File: config.mk
export PLATFORM = sky130hd
export DESIGN_NAME = fir_filter_21_tap_top
export DESIGN_NICKNAME = d
export VERILOG_FILES = /design/src/fir21_pkg.sv /design/src/fir21_hist_ram.sv /design/src/fir21_mac.sv /design/src/fir21_seq.sv /design/src/fir_filter_21_tap_top.sv
export SDC_FILE = /design/constraint.sdc
export NUM_CORES = 1
export LEC_CHECK = 0
export BUFFER_PORTS_ARGS = -buffer_cell sky130_fd_sc_hd__buf_2
export CORE_UTILIZATION = 45
export DETAILED_ROUTE_END_ITERATION = 6
export HOLD_SLACK_MARGIN = 0.12
export PLACE_DENSITY = 0.72
export SYNTH_ARGS = -nofsm -noshare
export SYNTH_HDL_FRONTEND = slang
export SYNTH_HIERARCHICAL = 1
export SYNTH_SLANG_ARGS = --single-unit
File: constraint.sdc
create_clock -name i_clk -period 7.1 [get_ports i_clk]
set_input_delay 0.71 -clock i_clk [delete_from_list [all_inputs] [get_ports i_clk]]
set_output_delay 0.71 -clock i_clk [all_outputs]
set_load 0.05 [all_outputs]
File: src/fir21_pkg.sv
package fir21_pkg;

    localparam int TAPS           = 21;
    localparam int HIST_DEPTH     = TAPS - 1;
    localparam int SAMPLE_BITS    = 16;
    localparam int COEF_BITS      = 16;
    localparam int COEF_FRAC_BITS = 15;
    localparam int ACC_BITS       = 32;
    localparam int OUT_BITS       = 17;
    localparam int ADDR_BITS      = 5;
    localparam int TAP_BITS       = 5;

    typedef logic signed [SAMPLE_BITS-1:0] t_sample;
    typedef logic signed [COEF_BITS-1:0]   t_coef;
    typedef logic signed [ACC_BITS-1:0]    t_acc;
    typedef logic signed [OUT_BITS-1:0]    t_out;
    typedef logic [ADDR_BITS-1:0]          t_addr;
    typedef logic [TAP_BITS-1:0]           t_tap;

    localparam t_tap  TAP_LAST   = t_tap'(TAPS - 1);
    localparam t_tap  TAP_CENTER = t_tap'((TAPS - 1) / 2);
    localparam t_addr ADDR_LAST  = t_addr'(HIST_DEPTH - 1);
    localparam t_acc  ROUND_HALF = t_acc'(1) <<< (COEF_FRAC_BITS - 1);

    typedef enum logic [1:0] {
        ST_IDLE,
        ST_RUN,
        ST_DRAIN,
        ST_FIN
    } t_state;

    // mac unit control from the sequencer
    typedef struct packed {
        logic clear;
        logic valid;
    } t_mac_ctl;

    // result load request to the output stage
    typedef struct packed {
        logic load;
        logic full;
    } t_res_ctl;

    // q1.15 coefficients, symmetric around the center tap
    function automatic t_coef coef_of(input t_tap tap);
        t_tap k;
        t_coef c;
        k = (tap >= TAP_CENTER) ? t_tap'(tap - TAP_CENTER) : t_tap'(TAP_CENTER - tap);
        case (k)
            5'd0:    c = 16'sd6486;
            5'd1:    c = 16'sd5626;
            5'd2:    c = 16'sd3421;
            5'd3:    c = 16'sd792;
            5'd4:    c = -16'sd1279;
            5'd5:    c = -16'sd2230;
            5'd6:    c = -16'sd2107;
            5'd7:    c = -16'sd1400;
            5'd8:    c = -16'sd667;
            5'd9:    c = -16'sd211;
            default: c = 16'sd0;
        endcase
        return c;
    endfunction

endpackage

File: src/fir21_hist_ram.sv
module fir21_hist_ram (
    input  logic             i_clk,
    input  logic             i_we,
    input  fir21_pkg::t_addr i_waddr,
    input  fir21_pkg::t_sample i_wdata,
    input  fir21_pkg::t_addr i_raddr,
    output fir21_pkg::t_sample o_rdata
);
    import fir21_pkg::*;

    t_sample r_mem [HIST_DEPTH];
    t_sample r_rdata;

    always_ff @(posedge i_clk) begin
        if (i_we) begin
            r_mem[i_waddr] <= i_wdata;
        end
        r_rdata <= r_mem[i_raddr];
    end

    assign o_rdata = r_rdata;

endmodule

File: src/fir21_mac.sv
module fir21_mac (
    input  logic                i_clk,
    input  logic                i_rst_n,
    input  fir21_pkg::t_mac_ctl i_ctl,
    input  fir21_pkg::t_sample  i_operand,
    input  fir21_pkg::t_coef    i_coef,
    output fir21_pkg::t_acc     o_acc,
    output logic                o_busy
);
    import fir21_pkg::*;

    t_acc r_prod;
    logic r_pv;
    t_acc r_acc;

    // product register, then accumulate
    always_ff @(posedge i_clk) begin
        if (!i_rst_n) begin
            r_pv <= 1'b0;
        end else begin
            r_pv <= i_ctl.valid;
        end
        r_prod <= t_acc'(i_operand * i_coef);
        if (i_ctl.clear) begin
            r_acc <= '0;
        end else if (r_pv) begin
            r_acc <= r_acc + r_prod;
        end
    end

    assign o_acc  = r_acc;
    assign o_busy = r_pv;

    a_no_clear_mid_sum: assert property (@(posedge i_clk) disable iff (!i_rst_n)
        i_ctl.clear |-> !r_pv && !i_ctl.valid)
        else $error("accumulator cleared while products in flight");

    a_pv_follows_valid: assert property (@(posedge i_clk) disable iff (!i_rst_n)
        $past(i_ctl.valid) |-> r_pv)
        else $error("product stage lost a tap");

    a_clear_zeroes: assert property (@(posedge i_clk) disable iff (!i_rst_n)
        i_ctl.clear |=> r_acc == '0)
        else $error("accumulator not cleared");

endmodule

File: src/fir21_seq.sv
module fir21_seq (
    input  logic                i_clk,
    input  logic                i_rst_n,
    input  logic                i_valid,
    input  fir21_pkg::t_sample  i_sample,
    output logic                o_stall,
    output fir21_pkg::t_addr    o_raddr,
    input  fir21_pkg::t_sample  i_rdata,
    output logic                o_we,
    output fir21_pkg::t_addr    o_waddr,
    output fir21_pkg::t_sample  o_wdata,
    output fir21_pkg::t_mac_ctl o_mac,
    output fir21_pkg::t_sample  o_operand,
    output fir21_pkg::t_coef    o_coef,
    input  logic                i_mac_busy,
    input  logic                i_out_free,
    output fir21_pkg::t_res_ctl o_res
);
    import fir21_pkg::*;

    t_state  r_state, n_state;
    t_tap    r_tap,   n_tap;
    t_tap    r_tap1;
    logic    r_v1;
    t_addr   r_head,  n_head;
    t_tap    r_count, n_count;
    t_sample r_x,     n_x;
    logic    r_full,  n_full;

    logic [ADDR_BITS:0] diff;

    always_ff @(posedge i_clk) begin
        if (!i_rst_n) begin
            r_state <= ST_IDLE;
            r_head  <= '0;
            r_count <= '0;
            r_v1    <= 1'b0;
            r_full  <= 1'b0;
        end else begin
            r_state <= n_state;
            r_head  <= n_head;
            r_count <= n_count;
            r_v1    <= (r_state == ST_RUN);
            r_full  <= n_full;
        end
        r_tap  <= n_tap;
        r_tap1 <= r_tap;
        r_x    <= n_x;
    end

    // history[j] sits at head-1-j, so tap t reads head-t
    always_comb begin
        diff = {1'b0, r_head} + (ADDR_BITS+1)'(HIST_DEPTH) - {1'b0, r_tap};
        if (diff >= (ADDR_BITS+1)'(HIST_DEPTH)) begin
            o_raddr = t_addr'(diff - (ADDR_BITS+1)'(HIST_DEPTH));
        end else begin
            o_raddr = diff[ADDR_BITS-1:0];
        end
    end

    always_comb begin
        n_state   = r_state;
        n_tap     = r_tap;
        n_head    = r_head;
        n_count   = r_count;
        n_x       = r_x;
        n_full    = r_full;
        o_stall   = 1'b1;
        o_we      = 1'b0;
        o_mac     = '0;
        o_res     = '0;
        case (r_state)
            ST_IDLE: begin
                o_stall = 1'b0;
                if (i_valid) begin
                    n_x         = i_sample;
                    n_full      = (r_count == t_tap'(HIST_DEPTH));
                    n_tap       = '0;
                    o_mac.clear = 1'b1;
                    n_state     = n_full ? ST_RUN : ST_FIN;
                end
            end
            ST_RUN: begin
                if (r_tap == TAP_LAST) begin
                    n_state = ST_DRAIN;
                end else begin
                    n_tap = r_tap + 1'b1;
                end
            end
            ST_DRAIN: begin
                if (!r_v1 && !i_mac_busy) begin
                    n_state = ST_FIN;
                end
            end
            ST_FIN: begin
                if (i_out_free) begin
                    o_res.load = 1'b1;
                    o_res.full = r_full;
                    o_we       = 1'b1;
                    n_head     = (r_head == ADDR_LAST) ? '0 : r_head + 1'b1;
                    if (r_count != t_tap'(HIST_DEPTH)) begin
                        n_count = r_count + 1'b1;
                    end
                    n_state = ST_IDLE;
                end
            end
            default: begin
                n_state = ST_IDLE;
            end
        endcase
        o_mac.valid = r_v1;
    end

    assign o_operand = (r_tap1 == '0) ? r_x : i_rdata;
    assign o_coef    = coef_of(r_tap1);
    assign o_waddr   = r_head;
    assign o_wdata   = r_x;

    a_count_bound: assert property (@(posedge i_clk) disable iff (!i_rst_n)
        r_count <= t_tap'(HIST_DEPTH) && r_head <= ADDR_LAST)
        else $error("warm-up count or write pointer out of range");

    a_full_runs: assert property (@(posedge i_clk) disable iff (!i_rst_n)
        (r_state == ST_IDLE) && i_valid && (r_count == t_tap'(HIST_DEPTH))
        |=> r_state == ST_RUN)
        else $error("full window did not start the tap sweep");

    a_no_write_in_sweep: assert property (@(posedge i_clk) disable iff (!i_rst_n)
        (r_v1 || i_mac_busy) |-> !o_we)
        else $error("history written while taps still being read");

endmodule

File: src/fir_filter_21_tap_top.sv
// 21-tap symmetric fir filter on signed 16-bit samples with q1.15 coefficients.
// the last 20 samples live in a single-port-read history ram used as a ring
// buffer; one multiply-accumulate unit walks the 21 taps one per cycle. a
// sample with a full window passes the 21 tap reads, a ram/multiplier drain,
// posting the result and writing the sample back once the output slot is
// free, and an idle state that accepts the next transfer. during warm-up (the
// first 20 samples) a sample skips the tap reads and drain, filtered reads 0
// and window_full is low. the sum is rounded by adding 2^14 and an arithmetic
// shift right by 15 and always fits 17 signed bits. a finished result waits
// in the output register while the next sample is accepted.
module fir_filter_21_tap_top (
    input  logic               i_clk,
    input  logic               i_rst_n,
    input  logic               i_valid,
    output logic               o_stall,
    input  fir21_pkg::t_sample i_sample,
    output logic               o_valid,
    input  logic               i_stall,
    output fir21_pkg::t_out    o_filtered,
    output logic               o_window_full
);
    import fir21_pkg::*;

    // ring buffer port wires
    t_addr    raddr;
    t_sample  rdata;
    logic     we;
    t_addr    waddr;
    t_sample  wdata;

    // mac datapath wires
    t_mac_ctl mac_ctl;
    t_sample  operand;
    t_coef    coef;
    t_acc     acc;
    logic     mac_busy;

    // output stage
    t_res_ctl res;
    logic     out_free;
    logic     r_out_valid;
    t_out     r_filtered;
    logic     r_full;
    t_acc     rounded;

    fir21_seq u_seq (
        .i_clk      (i_clk),
        .i_rst_n    (i_rst_n),
        .i_valid    (i_valid),
        .i_sample   (i_sample),
        .o_stall    (o_stall),
        .o_raddr    (raddr),
        .i_rdata    (rdata),
        .o_we       (we),
        .o_waddr    (waddr),
        .o_wdata    (wdata),
        .o_mac      (mac_ctl),
        .o_operand  (operand),
        .o_coef     (coef),
        .i_mac_busy (mac_busy),
        .i_out_free (out_free),
        .o_res      (res)
    );

    fir21_hist_ram u_ram (
        .i_clk   (i_clk),
        .i_we    (we),
        .i_waddr (waddr),
        .i_wdata (wdata),
        .i_raddr (raddr),
        .o_rdata (rdata)
    );

    fir21_mac u_mac (
        .i_clk     (i_clk),
        .i_rst_n   (i_rst_n),
        .i_ctl     (mac_ctl),
        .i_operand (operand),
        .i_coef    (coef),
        .o_acc     (acc),
        .o_busy    (mac_busy)
    );

    // round half up then drop the fraction bits
    assign rounded = acc + ROUND_HALF;

    // output slot can take a result if empty or being drained this cycle
    assign out_free = !r_out_valid || !i_stall;

    always_ff @(posedge i_clk) begin
        if (!i_rst_n) begin
            r_out_valid <= 1'b0;
        end else if (res.load) begin
            r_out_valid <= 1'b1;
        end else if (!i_stall) begin
            r_out_valid <= 1'b0;
        end
        if (res.load) begin
            r_filtered <= res.full ? rounded[COEF_FRAC_BITS +: OUT_BITS] : '0;
            r_full     <= res.full;
        end
    end

    assign o_valid       = r_out_valid;
    assign o_filtered    = r_filtered;
    assign o_window_full = r_full;

    a_warmup_zero: assert property (@(posedge i_clk) disable iff (!i_rst_n)
        o_valid && !o_window_full |-> o_filtered == '0)
        else $error("nonzero output during warm-up");

    a_load_into_free: assert property (@(posedge i_clk) disable iff (!i_rst_n)
        res.load |-> !(r_out_valid && i_stall))
        else $error("result overwrote a pending transfer");

    a_load_sets_valid: assert property (@(posedge i_clk) disable iff (!i_rst_n)
        res.load |=> o_valid)
        else $error("loaded result not presented");

endmodule

==> results.cfg <==
[status]
run_status = finished, violations left
violated_checks = negative setup slack

[detailed_routing]
route.detailed.vias_per_inst = 5.34
detail-route-antenna-nets = 0
drt-wirelength-per-cell_um = 18.2
number_of_drc_violations_after_detailed_routing = 0
postRouteWirelength_um = 65300
drt_iter0_markers = 1227
detailroute.via_count = 19200
detail_route.first_pass.iterations = 5

[yosys]
synth-simple-area-share_pct = 10.4
synth_warnings = 6
synth_area_um2 = 29700
yosys.cell_types.count = 89
synthesis.area_per_instance_um2 = 11.9
synth_compound_gate_area_share_pct = 7.22
async_flop_share_pct = 0
postSynthNetCount = 2924
synth_seq_area_share_pct = 43.1
synth.ff_latch_count = 460
synth_adder_area_share_pct = 23.7
synth_top_family_by_area = adder cells
synth.mux.area_fraction_pct = 7.29
ys_dominant_reg_cell = sky130_fd_sc_hd__edfxtp_1
synth_xor_xnor_area_share_pct = 2.30
synth-edff-count = 359
synthesis.instances = 2498

[timing]
timing.max_slew.rel_slack_pct = 19.4
max_freq_mhz = 138
tightestPinTransition_ns = 1.20
tns_ns = -0.809
worst_clock_skew_ns = 0.0534
setup_slack_ns = -0.148
rsz_0062_raised_after_global_routing = true
maxSlewViolCount = 0
final.period_utilization_pct = 102
finalCriticalPeriod_ns = 7.25
timing.final.hold_violations = 0
final_count_of_negative_setup_slack_endpoints = 9

[job]
drv.max_cap_violation_count = 0

[final_layout]
syn_to_final_growth_pct = 15.9
fillerInstances = 5307
nNetsFinal = 3127
finalNonFillerCells = 3596
layout.core_utilization_pct = 53.2
drive_above_1_share_pct = 18.5
layout.cell_area.non_filler_um2 = 34500

[worst_setup_path]
reg2reg_setup_slack_ns = -0.15
cp.buffers_inverters = 9
crit_path_frequent_cell = sky130_fd_sc_hd__fa_1
cp_slowest_stage_delay_ns = 0.52
crit_type = reg -> reg
r2r_start = u_seq/r_tap1[1]
r2r-end = u_mac/r_prod[31]
ff2ff_path_depth = 29
cp_data_arrival_time_ns = 7.72
crit_required_ns = 7.57
critPathMaxFanout = 7
cp_slowest_cell = sky130_fd_sc_hd__fa_1
timing.critical_path.from = u_seq/r_tap1[1]
crit_path_start_kind = flip-flop
critical_path.endpoint_type = flip-flop
crit_family = adder cells

[clock_tree]
cts-root-to-sink-buffers = 3
clock_tree.htree_level_count = 2
postCtsHoldBufs = 0
cts_num_sinks = 460
tritoncts.num_buffers = 48
tritoncts = yes
worst_setup_hold_path_clk_slew_ns = 0.06
cts-root-buf = sky130_fd_sc_hd__clkbuf_16
insertion_delay_of_the_later_clocked_pin_in_the_worst_skew_pair_ns = 0.61

[floorplan]
die_w_um = 259
start_util_pct = 45.9
io_pins = 40
fp.dieArea_um2 = 67100
core.rowCount = 93
placeableCoreArea_um2 = 64800
die_height_um = 259

[placed_design]
hpwl_um = 45800
place_inst = 3456
place_area_um2 = 31800
io_buffer_count = 39
finalWeightedCongestion = 0.882

[grt]
first_global_vias = 20000
grt_antenna_before_repair = 0
grt_pass1_wl_um = 104000
grt.overflow.total = 0
grtUsageTotal_pct = 19.4
grt_start_max_net_pins = 59

[worst_hold_path]
hp-start = i_sample[13]
min_path_cells = 1
timing.hold.worst.class = in -> reg
holdPathEnd = u_seq/o_wdata[13]
cell usage after synthesis (all sizes together) (5+ instances only):
cell,n,area (um2)
ha,142,1780
a21o,37,280
nand2b,28,183
o21ai,74,370
o22ai,30,194
fa,264,5290
clkbuf,48,180
and2,145,908
o211ai,7,52.6
edfxtp,359,10800
xor2,26,228
nor2b,18,113
and3,8,51.3
dfxtp,101,2020
a22oi,19,143
o31a,5,43.8
nor4,5,31.3
xnor2,52,455
mux4,15,338
o21bai,5,37.5
nand4,24,171
o21a,9,67.6
mux2i,125,1250
inv,351,1320
buf,42,282
or3,12,88.8
a211oi,20,163
a21oi,48,240
a21boi,8,60.1
nor2,100,375
a31oi,21,153
mux2,51,574
nand3,13,65.1
nand2,203,762
nor3,17,90.1
cell families after synthesis:
family / Yosys count
multiplexers: 191
flip-flops: 460
buffers and inverters: 443
AO/OA/AOI/OAI: 320
AND/OR/NAND/NOR: 600
XOR/XNOR: 78
adder cells (fa/ha/maj): 406
metal layers:
metal | track usage, % | wire length [um]
met2 | 34.1 | 32500
met3 | 2.32 | 3310
met1 | 25.2 | 27900
met5 | 0 | 0
met4 | 5.67 | 1640
cells in the final DEF (no fill, tap or decap), types with 35 or more instances in the layout:
cell type,synthesis,final
sky130_fd_sc_hd__buf_4,21,174
sky130_fd_sc_hd__a21oi_1,48,42
sky130_fd_sc_hd__o21ai_0,64,58
sky130_fd_sc_hd__ha_1,142,128
sky130_fd_sc_hd__fa_1,264,258
sky130_fd_sc_hd__nor2_1,100,89
sky130_fd_sc_hd__clkbuf_16,0,48
sky130_fd_sc_hd__dfxtp_1,101,97
sky130_fd_sc_hd__nand2_1,203,196
sky130_fd_sc_hd__xnor2_1,52,52
sky130_fd_sc_hd__mux2_2,45,45
sky130_fd_sc_hd__mux2i_1,124,119
sky130_fd_sc_hd__and2_1,144,139
sky130_fd_sc_hd__buf_2,12,39
sky130_fd_sc_hd__inv_1,351,336
sky130_fd_sc_hd__edfxtp_1,359,359
sky130_fd_sc_hd__a21o_1,35,35
through the flow:
step,setup WS [ns],hold WS [ns]
final,-0.148,0.280
after floorplan,0.00388,0.396
after global routing,-0.452,0.258
after CTS,-0.0481,0.254
after detailed placement,-0.444,0.426
after global placement,-0.208,0.430
worst register-to-register path: cells and delay by family (launching register included):
kind / cells / cell delay [ns]
AOI/OAI and AO/OA: 7 / 1.52
xor gates and xnor gates: 1 / 0.15
adders and majority gates: 8 / 3.30
buffers and inverters: 9 / 0.93
DFF: 1 / 0.40
muxes: 1 / 0.19
and+or+nand+nor: 3 / 0.64
area by class of cell:
cell class / instances / area, um2 / area share [%]
timing repair buffer: 243 / 1910 / 5.55
clock inverter: 26 / 324 / 0.940
clock buffer: 62 / 1280 / 3.72
inverter: 353 / 1340 / 3.87
sequential: 460 / 12800 / 37.2
antenna: 2 / 5.00 / 0.0145
tap: 855 / 1070 / 3.10
multi-input combinational: 1595 / 15700 / 45.6
timing repair:
item                                    4_1_cts  5_1_grt
pin swaps                                    36       46
resized for setup                            69       66
gates cloned                                  4        0
setup buffers                                25       21
endpoints found under the setup margin       15       16
how the worst max path moves through the flow:
stage                       end  depth (start not counted)
6_report       u_mac/r_prod[31]                         29
5_1_grt        u_mac/r_prod[31]                         30
4_1_cts        u_mac/r_prod[31]                         28
3_5_place_dp   u_mac/r_prod[24]                         25
3_3_place_gp   u_mac/r_prod[24]                         29
2_1_floorplan  u_mac/r_prod[24]                         28
state kept, by name (all words and copies together) (netlist names):
name / cells
u_seq/r_tap: 5
u_mac/o_acc: 32
u_seq/r_count: 5
u_seq/r_full: 1
u_seq/o_waddr: 5
o_filtered: 17
o_window_full: 1
u_mac/o_busy: 1
u_seq/o_wdata: 16
u_seq/r_v1: 1
u_seq/r_tap1: 5
u_ram/r_mem: 320
u_mac/r_prod: 32
o_valid: 1
u_ram/o_rdata: 16
u_seq/r_state: 2
Power is left out: the tool's default activity adds up to more than one toggle a clock period on the data nets, which glitch-free logic cannot reach.
